### config.mk
export PLATFORM = sky130hd
export DESIGN_NAME = tilt_level_indicator_unit
export DESIGN_NICKNAME = d
export VERILOG_FILES = /design/src/hw/rtl/tli_pkg.sv /design/src/hw/rtl/tli_divider.sv /design/src/hw/rtl/tli_datapath.sv /design/src/hw/rtl/tli_ctrl.sv /design/src/hw/rtl/tilt_level_indicator_unit.sv
export VERILOG_INCLUDE_DIRS = /design/src /design/src/hw/rtl
export SDC_FILE = /design/constraint.sdc
export NUM_CORES = 1
export LEC_CHECK = 0
export ABC_AREA = 1
export BUFFER_PORTS_ARGS = -buffer_cell sky130_fd_sc_hd__buf_2
export CAP_MARGIN = 20
export CORE_AREA = 2 2 217 219
export DETAILED_ROUTE_END_ITERATION = 6
export DIE_AREA = 0 0 219 221
export HOLD_SLACK_MARGIN = 0.1
export PLACE_DENSITY = 0.69
export SLEW_MARGIN = 20
export SYNTH_ARGS = -nofsm -noshare
export SYNTH_HDL_FRONTEND = slang
export SYNTH_SLANG_ARGS = --single-unit
### constraint.sdc
create_clock -name clock -period 18.9 [get_ports clock]
set_clock_uncertainty 0.2 [all_clocks]
set_input_delay 1.89 -clock clock [delete_from_list [all_inputs] [get_ports clock]]
set_output_delay 1.89 -clock clock [all_outputs]
set_load 0.02 [all_outputs]
### src/hw/rtl/tilt_level_indicator_unit_macros.svh
// Assertion macros for the tilt level indicator unit.
// Included by RTL files that carry concurrent checks; no other dependencies.
`ifndef TILT_LEVEL_INDICATOR_UNIT_MACROS_SVH
`define TILT_LEVEL_INDICATOR_UNIT_MACROS_SVH
`ifndef SYNTHESIS
`define TLI_ASSERT(name, clk, rst, prop, msg) \
   name: assert property (@(posedge clk) disable iff (rst) (prop)) else $error(msg);
`define TLI_ASSERT_NEVER(name, clk, rst, cond, msg) \
   `TLI_ASSERT(name, clk, rst, !(cond), msg)
`else
`define TLI_ASSERT(name, clk, rst, prop, msg)
`define TLI_ASSERT_NEVER(name, clk, rst, cond, msg)
`endif
`endif

### src/hw/rtl/tli_pkg.sv
// Shared constants, codes and struct types for the tilt level indicator unit.
// No dependencies; imported by every module of the block.
`default_nettype none

package tli_pkg;

   // sample accumulation
   localparam int MAX_SAMPLES = 32;
   localparam int DATA_W      = 16;
   localparam int SUM_W       = DATA_W + $clog2(MAX_SAMPLES);
   localparam int CNT_W       = $clog2(MAX_SAMPLES + 1);
   localparam int DIV_STEPS   = SUM_W;

   // configuration registers
   localparam int MODE_W     = 2;
   localparam int THRESH_W   = 14;
   localparam int SCALE_W    = 14;
   localparam int CSR_IDX_W  = 2;
   localparam int CSR_DATA_W = 14;

   localparam logic [CSR_IDX_W-1:0] REG_AXIS_MODE  = 2'd0;
   localparam logic [CSR_IDX_W-1:0] REG_FLAT_LIMIT = 2'd1;
   localparam logic [CSR_IDX_W-1:0] REG_EDGE_SPAN  = 2'd2;

   localparam logic [MODE_W-1:0]   AXIS_MODE_RST = 2'd1;
   localparam logic [THRESH_W-1:0] THRESH_RST    = 14'd200;
   localparam logic [SCALE_W-1:0]  SCALE_RST     = 14'd1800;

   // axis mode codes (any other code acts as the X rail)
   localparam logic [MODE_W-1:0] MODE_X  = 2'd0;
   localparam logic [MODE_W-1:0] MODE_Y  = 2'd1;
   localparam logic [MODE_W-1:0] MODE_2D = 2'd2;

   // input kinds
   localparam logic ACT_SAMPLE = 1'b0;
   localparam logic ACT_TICK   = 1'b1;

   // rail layout
   localparam int RAIL_CELLS = 6;
   localparam int HALF_CELLS = 3;
   localparam int CELL_BITS  = 2;
   localparam int RAIL_W     = RAIL_CELLS * CELL_BITS;
   localparam int PHASE_W    = 3;

   localparam logic [CELL_BITS-1:0] CELL_DASH   = 2'd0;
   localparam logic [CELL_BITS-1:0] CELL_DIM    = 2'd1;
   localparam logic [CELL_BITS-1:0] CELL_BRIGHT = 2'd2;

   typedef struct packed {
      logic [MODE_W-1:0]   axis_mode;
      logic [THRESH_W-1:0] flat_limit;
      logic [SCALE_W-1:0]  edge_span;
   } cfg_type;

   // controller to datapath
   typedef struct packed {
      logic accumulate;
      logic div_start;
      logic div_step;
      logic smooth;
      logic prep;
      logic load_out;
   } cmd_type;

   // datapath to controller
   typedef struct packed {
      logic count_nz;
   } status_type;

   // result payload, last member in the lowest bits
   typedef struct packed {
      logic signed [DATA_W-1:0] filtered_y;
      logic signed [DATA_W-1:0] filtered_x;
      logic                     beep;
      logic                     indicator_on;
      logic                     led_on;
      logic                     level_ok;
      logic [RAIL_W-1:0]        rail_cells;
   } result_type;

   localparam int REQ_DATA_W = 2 * DATA_W;
   localparam int RSP_DATA_W = $bits(result_type);

endpackage

`default_nettype wire

### src/hw/rtl/tli_divider.sv
// Restoring signed divider: running sum by sample count, one quotient bit per step.
// Depends on tli_pkg for widths.
`default_nettype none

module tli_divider
   import tli_pkg::*;
(
   input  wire logic                     clock,
   input  wire logic                     start,
   input  wire logic                     step,
   input  wire logic signed [SUM_W-1:0]  dividend,
   input  wire logic [CNT_W-1:0]         divisor,
   output logic signed [DATA_W-1:0]      quotient
);

   logic [SUM_W-1:0] quo_ff, quo_in;
   logic [CNT_W-1:0] rem_ff, rem_in;
   logic [CNT_W-1:0] den_ff, den_in;
   logic             neg_ff, neg_in;

   logic [CNT_W:0]   rem_sh;
   logic             fits;
   logic [DATA_W:0]  mag;
   logic [DATA_W:0]  signed_res;

   // shift in the next dividend bit and try a subtract
   assign rem_sh = {rem_ff, quo_ff[SUM_W-1]};
   assign fits   = (rem_sh >= {1'b0, den_ff});

   always_comb begin
      quo_in = quo_ff;
      rem_in = rem_ff;
      den_in = den_ff;
      neg_in = neg_ff;
      if (start) begin
         neg_in = dividend[SUM_W-1];
         quo_in = dividend[SUM_W-1] ? SUM_W'(-dividend) : SUM_W'(dividend);
         rem_in = '0;
         den_in = divisor;
      end else if (step) begin
         quo_in = {quo_ff[SUM_W-2:0], fits};
         rem_in = fits ? CNT_W'(rem_sh - {1'b0, den_ff}) : rem_sh[CNT_W-1:0];
      end
   end

   always_ff @(posedge clock) begin
      quo_ff <= quo_in;
      rem_ff <= rem_in;
      den_ff <= den_in;
      neg_ff <= neg_in;
   end

   // restore the sign; the mean always fits the sample width
   assign mag        = (DATA_W+1)'(quo_ff);
   assign signed_res = neg_ff ? (DATA_W+1)'(-mag) : mag;
   assign quotient   = signed_res[DATA_W-1:0];

endmodule

`default_nettype wire

### src/hw/rtl/tli_datapath.sv
// Datapath: sample sums, two dividers, smoothing, rail drawing and result register.
// Depends on tli_pkg and tli_divider.
`default_nettype none

module tli_datapath
   import tli_pkg::*;
(
   input  wire logic                     clock,
   input  wire logic                     reset,
   input  wire cmd_type                  cmd,
   input  wire cfg_type                  cfg,
   input  wire logic signed [DATA_W-1:0] accel_x,
   input  wire logic signed [DATA_W-1:0] accel_y,
   output status_type                    status,
   output result_type                    result
);

   logic signed [SUM_W-1:0]  sum_x_ff, sum_x_in;
   logic signed [SUM_W-1:0]  sum_y_ff, sum_y_in;
   logic [CNT_W-1:0]         count_ff, count_in;
   logic signed [DATA_W-1:0] avg_x_ff, avg_x_in;
   logic signed [DATA_W-1:0] avg_y_ff, avg_y_in;
   logic [PHASE_W-1:0]       phase_ff, phase_in;
   logic [DATA_W:0]          u3_ff, u3_in;
   logic [SCALE_W-1:0]       scale_ff, scale_in;
   result_type               result_ff, result_in;

   logic signed [DATA_W-1:0] mean_x, mean_y;

   function automatic logic signed [DATA_W-1:0] smooth_avg(
      input logic signed [DATA_W-1:0] old,
      input logic signed [DATA_W-1:0] mean
   );
      logic signed [DATA_W+2:0] o;
      logic signed [DATA_W+2:0] acc;
      o   = {{3{old[DATA_W-1]}}, old};
      acc = (o <<< 1) + o + {{3{mean[DATA_W-1]}}, mean};
      // divide by four, truncating toward zero
      if (acc[DATA_W+2]) acc = acc + (DATA_W+3)'(3);
      return acc[DATA_W+1:2];
   endfunction

   function automatic logic axis_is_flat(
      input logic signed [DATA_W-1:0] v,
      input logic [THRESH_W-1:0]      t
   );
      logic signed [DATA_W:0] vv;
      logic signed [DATA_W:0] tt;
      vv = {v[DATA_W-1], v};
      tt = $signed((DATA_W+1)'(t));
      return (vv > -tt) && (vv < tt);
   endfunction

   function automatic logic [1:0] pos3(
      input logic signed [DATA_W-1:0] v,
      input logic [THRESH_W-1:0]      t
   );
      logic signed [DATA_W:0] vv;
      logic signed [DATA_W:0] tt;
      vv = {v[DATA_W-1], v};
      tt = $signed((DATA_W+1)'(t));
      if (vv < -tt)     return 2'd0;
      else if (vv > tt) return 2'd2;
      else              return 2'd1;
   endfunction

   function automatic logic [CELL_BITS-1:0] cell_code(input logic bright);
      return bright ? CELL_BRIGHT : CELL_DIM;
   endfunction

   // accumulate samples; count saturates and further samples drop
   always_comb begin
      sum_x_in = sum_x_ff;
      sum_y_in = sum_y_ff;
      count_in = count_ff;
      if (cmd.smooth) begin
         sum_x_in = '0;
         sum_y_in = '0;
         count_in = '0;
      end else if (cmd.accumulate && (count_ff < CNT_W'(MAX_SAMPLES))) begin
         sum_x_in = sum_x_ff + SUM_W'(accel_x);
         sum_y_in = sum_y_ff + SUM_W'(accel_y);
         count_in = count_ff + CNT_W'(1);
      end
   end

   assign status.count_nz = (count_ff != '0);

   tli_divider u_div_x (
      .clock    (clock),
      .start    (cmd.div_start),
      .step     (cmd.div_step),
      .dividend (sum_x_ff),
      .divisor  (count_ff),
      .quotient (mean_x)
   );

   tli_divider u_div_y (
      .clock    (clock),
      .start    (cmd.div_start),
      .step     (cmd.div_step),
      .dividend (sum_y_ff),
      .divisor  (count_ff),
      .quotient (mean_y)
   );

   // exponential average
   assign avg_x_in = cmd.smooth ? smooth_avg(avg_x_ff, mean_x) : avg_x_ff;
   assign avg_y_in = cmd.smooth ? smooth_avg(avg_y_ff, mean_y) : avg_y_ff;

   // rail prep: clamp the selected reading, offset by scale, times three
   always_comb begin
      logic [SCALE_W-1:0]       s;
      logic signed [DATA_W-1:0] sel;
      logic signed [DATA_W:0]   c;
      logic signed [DATA_W:0]   s17;
      logic [DATA_W:0]          u;
      s        = (cfg.edge_span == '0) ? SCALE_W'(1) : cfg.edge_span;
      sel      = (cfg.axis_mode == MODE_Y) ? avg_y_ff : avg_x_ff;
      s17      = $signed((DATA_W+1)'(s));
      c        = {sel[DATA_W-1], sel};
      if (c < -s17) c = -s17;
      if (c > s17)  c = s17;
      u        = $unsigned(c + s17);
      u3_in    = cmd.prep ? (DATA_W+1)'((u << 1) + u) : u3_ff;
      scale_in = cmd.prep ? s : scale_ff;
   end

   // rail drawing and flags
   always_comb begin
      logic [DATA_W:0]   ks1, ks2, ks3, ks4, ks5;
      logic [2:0]        p6;
      logic [1:0]        xp, yp;
      logic              flash, xl, yl, lv, both;
      logic [RAIL_W-1:0] cells;
      // rail position is floor(3u / scale) capped at 5, counted against multiples of scale
      ks1   = (DATA_W+1)'(scale_ff);
      ks2   = ks1 << 1;
      ks3   = ks1 + ks2;
      ks4   = ks1 << 2;
      ks5   = ks1 + ks4;
      p6    = 3'(u3_ff >= ks1) + 3'(u3_ff >= ks2) + 3'(u3_ff >= ks3)
            + 3'(u3_ff >= ks4) + 3'(u3_ff >= ks5);
      flash = ~phase_ff[1];
      xl    = axis_is_flat(avg_x_ff, cfg.flat_limit);
      yl    = axis_is_flat(avg_y_ff, cfg.flat_limit);
      xp    = pos3(avg_x_ff, cfg.flat_limit);
      yp    = pos3(avg_y_ff, cfg.flat_limit);
      lv    = (cfg.axis_mode == MODE_Y) ? yl : xl;
      cells = '0;
      if (cfg.axis_mode == MODE_2D) begin
         cells[{yp, 1'b0} +: CELL_BITS] = cell_code(yl && flash);
         cells[4'(HALF_CELLS * CELL_BITS) + {1'b0, xp, 1'b0} +: CELL_BITS] =
            cell_code(xl && flash);
         both = xl && yl;
      end else begin
         cells[{p6, 1'b0} +: CELL_BITS] = cell_code(lv && flash);
         both = lv;
      end
      result_in = result_ff;
      if (cmd.load_out) begin
         result_in.rail_cells   = cells;
         result_in.level_ok     = both;
         result_in.led_on       = both;
         result_in.indicator_on = both && flash;
         result_in.beep         = both && (phase_ff == '0);
         result_in.filtered_x   = avg_x_ff;
         result_in.filtered_y   = avg_y_ff;
      end
   end

   assign phase_in = cmd.load_out ? phase_ff + PHASE_W'(1) : phase_ff;

   // architectural state
   always_ff @(posedge clock) begin
      if (reset) begin
         sum_x_ff <= '0;
         sum_y_ff <= '0;
         count_ff <= '0;
         avg_x_ff <= '0;
         avg_y_ff <= '0;
         phase_ff <= '0;
      end else begin
         sum_x_ff <= sum_x_in;
         sum_y_ff <= sum_y_in;
         count_ff <= count_in;
         avg_x_ff <= avg_x_in;
         avg_y_ff <= avg_y_in;
         phase_ff <= phase_in;
      end
   end

   // payload registers
   always_ff @(posedge clock) begin
      u3_ff     <= u3_in;
      scale_ff  <= scale_in;
      result_ff <= result_in;
   end

   assign result = result_ff;

endmodule

`default_nettype wire

### src/hw/rtl/tli_ctrl.sv
// Controller: input acceptance, divide sequencing, result valid handling.
// Depends on tli_pkg and tilt_level_indicator_unit_macros.svh.
`default_nettype none
`include "tilt_level_indicator_unit_macros.svh"

module tli_ctrl
   import tli_pkg::*;
(
   input  wire logic       clock,
   input  wire logic       reset,
   input  wire logic       req_tvalid,
   output logic            req_tready,
   input  wire logic       req_tuser,
   output logic            rsp_tvalid,
   input  wire logic       rsp_tready,
   input  wire status_type status,
   output cmd_type         cmd
);

   localparam int STEP_W = $clog2(DIV_STEPS);

   localparam logic [2:0] ST_IDLE   = 3'd0;
   localparam logic [2:0] ST_DIVIDE = 3'd1;
   localparam logic [2:0] ST_SMOOTH = 3'd2;
   localparam logic [2:0] ST_PREP   = 3'd3;
   localparam logic [2:0] ST_EMIT   = 3'd4;

   logic [2:0]        state_ff, state_in;
   logic [STEP_W-1:0] step_cnt_ff, step_cnt_in;
   logic              rsp_valid_ff, rsp_valid_in;
   logic              accept;
   logic              out_free;

   assign req_tready = (state_ff == ST_IDLE);
   assign accept     = req_tvalid && req_tready;
   assign out_free   = !rsp_valid_ff || rsp_tready;

   // sequencing
   always_comb begin
      state_in    = state_ff;
      step_cnt_in = step_cnt_ff;
      cmd         = '0;
      unique case (state_ff)
         ST_IDLE: begin
            if (accept) begin
               if (req_tuser == ACT_SAMPLE) begin
                  cmd.accumulate = 1'b1;
               end else if (status.count_nz) begin
                  cmd.div_start = 1'b1;
                  step_cnt_in   = '0;
                  state_in      = ST_DIVIDE;
               end else begin
                  state_in = ST_PREP;
               end
            end
         end
         ST_DIVIDE: begin
            cmd.div_step = 1'b1;
            if (step_cnt_ff == STEP_W'(DIV_STEPS - 1)) begin
               state_in = ST_SMOOTH;
            end else begin
               step_cnt_in = step_cnt_ff + STEP_W'(1);
            end
         end
         ST_SMOOTH: begin
            cmd.smooth = 1'b1;
            state_in   = ST_PREP;
         end
         ST_PREP: begin
            cmd.prep = 1'b1;
            state_in = ST_EMIT;
         end
         ST_EMIT: begin
            if (out_free) begin
               cmd.load_out = 1'b1;
               state_in     = ST_IDLE;
            end
         end
         default: begin
            state_in = ST_IDLE;
         end
      endcase
   end

   // output valid
   always_comb begin
      rsp_valid_in = rsp_valid_ff;
      if (cmd.load_out)    rsp_valid_in = 1'b1;
      else if (rsp_tready) rsp_valid_in = 1'b0;
   end

   assign rsp_tvalid = rsp_valid_ff;

   always_ff @(posedge clock) begin
      if (reset) begin
         state_ff     <= ST_IDLE;
         step_cnt_ff  <= '0;
         rsp_valid_ff <= 1'b0;
      end else begin
         state_ff     <= state_in;
         step_cnt_ff  <= step_cnt_in;
         rsp_valid_ff <= rsp_valid_in;
      end
   end

   // checks
   `TLI_ASSERT(a_div_needs_samples, clock, reset, (state_ff == ST_DIVIDE && $past(state_ff) == ST_IDLE) |-> $past(status.count_nz), "divide started with no samples")
   `TLI_ASSERT_NEVER(a_step_bound, clock, reset, state_ff == ST_DIVIDE && step_cnt_ff >= STEP_W'(DIV_STEPS), "divide step count overran")
   `TLI_ASSERT(a_valid_from_emit, clock, reset, $rose(rsp_valid_ff) |-> $past(state_ff == ST_EMIT), "result valid raised outside emit")
   `TLI_ASSERT(a_tick_leaves_idle, clock, reset, (accept && req_tuser == ACT_TICK) |=> (state_ff != ST_IDLE), "tick transfer did not start processing")

endmodule

`default_nettype wire

### src/hw/rtl/tilt_level_indicator_unit.sv
// Tilt level indicator: bubble-level rail from averaged accelerometer samples.
//
// Input channel (req_): one transfer per item. req_tuser = 0 is a sample
// (req_tdata carries accel_x and accel_y), req_tuser = 1 is a display tick.
// Samples add into running sums and give no result; after 32
// samples further ones are dropped until the next tick.
// Each tick gives exactly one result transfer on rsp_ (rail, flags, smoothed
// readings). With samples pending, a tick passes through the shift-subtract
// divider (one quotient bit per cycle, both axes in parallel), a smoothing
// state, a rail prep state and the output register load before rsp_tvalid.
// With no samples pending it skips the divider and the smoothing state.
// The block takes no item while a tick is in flight; samples are accepted
// while a result waits in the output register. When rsp_tready is low, a
// finished tick waits in its last state until the register frees up.
// csr_ writes land at the clock edge with csr_wr_en high; write them only
// while the block is idle. Synchronous reset clears sums, averages, tick phase
// and valid, and loads axis mode 1, flat limit 200 and edge span 1800.
// Depends on tli_pkg, tli_ctrl, tli_datapath, tli_divider.
`default_nettype none

module tilt_level_indicator_unit
   import tli_pkg::*;
(
   input  wire logic                  clock,
   input  wire logic                  reset,
   // input channel
   input  wire logic                  req_tvalid,
   output logic                       req_tready,
   input  wire logic [REQ_DATA_W-1:0] req_tdata,  // accel_x, accel_y
   input  wire logic                  req_tuser,  // action
   // result channel
   output logic                       rsp_tvalid,
   input  wire logic                  rsp_tready,
   // rail_cells, level_ok, led_on, indicator_on, beep, filtered_x, filtered_y
   output logic [RSP_DATA_W-1:0]      rsp_tdata,
   // configuration
   input  wire logic                  csr_wr_en,
   input  wire logic [CSR_IDX_W-1:0]  csr_index,
   input  wire logic [CSR_DATA_W-1:0] csr_wdata
);

   cfg_type    cfg_ff, cfg_in;
   cmd_type    cmd;
   status_type status;
   result_type result;

   // configuration registers
   always_comb begin
      cfg_in = cfg_ff;
      if (csr_wr_en) begin
         unique case (csr_index)
            REG_AXIS_MODE:  cfg_in.axis_mode  = csr_wdata[MODE_W-1:0];
            REG_FLAT_LIMIT: cfg_in.flat_limit = csr_wdata[THRESH_W-1:0];
            REG_EDGE_SPAN:  cfg_in.edge_span  = csr_wdata[SCALE_W-1:0];
            default: ;
         endcase
      end
   end

   always_ff @(posedge clock) begin
      if (reset) begin
         cfg_ff.axis_mode  <= AXIS_MODE_RST;
         cfg_ff.flat_limit <= THRESH_RST;
         cfg_ff.edge_span  <= SCALE_RST;
      end else begin
         cfg_ff <= cfg_in;
      end
   end

   tli_ctrl u_ctrl (
      .clock      (clock),
      .reset      (reset),
      .req_tvalid (req_tvalid),
      .req_tready (req_tready),
      .req_tuser  (req_tuser),
      .rsp_tvalid (rsp_tvalid),
      .rsp_tready (rsp_tready),
      .status     (status),
      .cmd        (cmd)
   );

   tli_datapath u_datapath (
      .clock   (clock),
      .reset   (reset),
      .cmd     (cmd),
      .cfg     (cfg_ff),
      .accel_x (req_tdata[DATA_W-1:0]),
      .accel_y (req_tdata[2*DATA_W-1:DATA_W]),
      .status  (status),
      .result  (result)
   );

   assign rsp_tdata = result;

endmodule

`default_nettype wire

==> out/metrics.cfg <==
[timing]
totalNegativeSetupSlack_ns = 0
min_period_ns = 9.12
finalHoldViolCount = 0
worstMarginPinSlew_ns = 0.996
final.period_utilization_pct = 48.3
finalSetupViolCount = 0
slew_viol_final = 0
slew_headroom_pct = 33.4
rsz0062_at_grt = false
fmax_mhz = 110

[run_status]
outcome = finished clean

[global_routing]
grt_pass1_vias = 23088
track_usage_pct = 29.6
antenna_found_initial = 1
grt_max_degree = 58
grt_pass1_wl_um = 116000
grt.overflow.total = 0

[drt]
vias_per_cell = 5.58
firstDrtPassIters = 5
wl_per_cell_um = 17.1
finalWirelength_um = 71600
vias = 23381
first_iter_violations = 1680
antenna_left = 0
drcViolationCount = 0

[final_layout]
post-route-util_pct = 58.9
area_delta_synth_final_pct = 8.05
final_common_cell = nand2_1
drive_above_1_share_pct = 7.54
layout_common_cells = nand2_1, inv_1, ha_1
nets = 3975
diodes = 0

[placement]
io_buffers = 103
post-dp-hpwl_um = 57800
gp_congestion = 0.978

[die]
ioPinCount = 104
die_height_um = 221
initial_utilization_pct = 54.5
fp-row-count = 79
fp.dieW_um = 219
dieArea_um2 = 48400
core-area_um2 = 46100

[flow_run]
maxCapViolations = 0

[clock_network]
post_cts_buffers = 0
clk_pin_slew_ns = 0.06
clk_latency_ns = 0.60
clockBufferDepth = 3
hold_buffers = 0
cts.htree.levels = 1
numClockSinks = 262
cts_tree = done
ctsResizeCount = 0
numCtsBuffers = 30
clockRootBuffer = clkbuf_16

[worst_setup_path]
end_kind = flop
cp_common_cell = nand2_1
critPathBufInv = 6
critPathLaunchType = flop
worstPathRequired_ns = 19.05
cp_data_arrival_time_ns = 9.27
slowest_stage = dfxtp_1
critPathKind = flop to flop
critPathTopFamily = simple AND/OR/NAND/NOR gates
slowest_delay_ns = 0.47
crit_fanout = 30

[yosys]
synth_edf_count = 128
ys_types = 60
synth_flop_cell = dfxtp_1
synth-seq-cells = 262
ys_seq_area_share_pct = 26.0
synth_cells = 3477
netlist_area_um2 = 25100
avgSynthCellArea_um2 = 7.22
synth.net_count = 3895
ys_async_sr_fraction_pct = 0
yosysWarnings = 0

[min_path]
hold_class = flop to flop

area by class of cell:
cell class | count | area [um^2]
clock buffers | 41 | 845
clock inverters | 15 | 129
fillers | 4318 | 18900
inverters | 560 | 2100
multi-input cells | 2587 | 16100
flip-flops and latches | 262 | 6530
well taps | 607 | 759
repair buffers | 116 | 613
routing by layer:
layer | track usage [%] | vias to the layer above | share of wire [%] | wire (um)
li1 | - | 11728 | - | -
met1 | 36.9 | 10879 | 43 | 30600
met2 | 52.7 | 624 | 49 | 34700
met3 | 2.85 | 150 | 4.8 | 3470
met4 | 11.0 | 0 | 3.8 | 2750
met5 | 0 | - | 0 | 0
per-stage QoR:
stage          instance area (um^2)  hold WS [ns]  worst slack (ns)  std cells
2_1_floorplan                 25100         0.231             11.25       3477
3_3_place_gp                  26100         0.243             10.11       4132
3_5_place_dp                  26100         0.252              9.89       4132
4_1_cts                       27100         0.261              9.83       4188
5_1_grt                       27100         0.274              8.75       4188
6_report                      27100         0.259              9.78       4188
logic make-up after synthesis:
| kind of cell | count (synthesis) | share of synthesized area (%) |
|---|---|---|
| xor gates and xnor gates | 166 | 5.82 |
| buffers and inverters | 628 | 9.72 |
| DFF | 262 | 26.0 |
| other | 1 | 0.0149 |
| AOI/OAI and AO/OA | 658 | 14.6 |
| and+or+nand+nor | 1398 | 24.4 |
| adders and majority gates | 364 | 19.4 |
final timing paths:
path,cells after the start,from,to,slack [ns]
worst max-delay path,59,cfg_ff[1],u_datapath.u3_ff[16],9.78
worst min-delay path,2,cfg_ff[29],cfg_ff[29],0.26
worst max register to register,59,cfg_ff[1],u_datapath.u3_ff[16],9.78
worst min register to register,2,cfg_ff[29],cfg_ff[29],0.26
sequential cells by signal (all words and copies together), names as in the netlist, 3 cells and up:
signal and flops:
u_ctrl.step_cnt_ff 5, u_datapath.phase_ff 3, u_datapath.u_div_x.den_ff 6, u_datapath.u_div_x.quo_ff 21
cfg_ff 30, u_datapath.u3_ff 17, u_datapath.sum_y_ff 21, u_datapath.count_ff 6
u_datapath.scale_ff 14, u_datapath.u_div_y.quo_ff 21, u_ctrl.state_ff 3, u_datapath.avg_y_ff 16
u_datapath.u_div_x.rem_ff 6, u_datapath.sum_x_ff 21, u_datapath.u_div_y.rem_ff 6, u_datapath.avg_x_ff 16
u_datapath.result 47
worst reg2reg max path: cells and delay by family, from the launching register on:
family,cells,cell delay [ns]
DFF,1,0.47
buffers and inverters,6,0.49
xor gates and xnor gates,2,0.36
AOI/OAI and AO/OA,14,2.52
and+or+nand+nor,32,3.31
adders and majority gates,5,1.55
synthesized netlist by cell type, types with 15 or more instances:
master	number	share of area (%)
a211oi_1	16	0.48
xor2_1	122	4.3
nor2_1	271	4.1
o21a_1	15	0.45
ha_1	322	16
o21ai_2	20	0.70
o21ai_0	187	3.7
inv_2	25	0.37
o21ai_1	70	1.4
a21oi_1	259	5.2
nand2_1	725	11
dfxtp_1	134	11
fa_1	42	3.4
o211ai_1	31	0.93
edfxtp_1	128	15
clkbuf_1	50	0.75
nand4_1	73	1.8
inv_1	532	8.0
nor3_1	55	1.1
nand3_1	176	3.5
xnor2_1	43	1.5
Power is not shown: default switching activity piles up to over one toggle a cycle in this logic, so the estimate is an artifact.
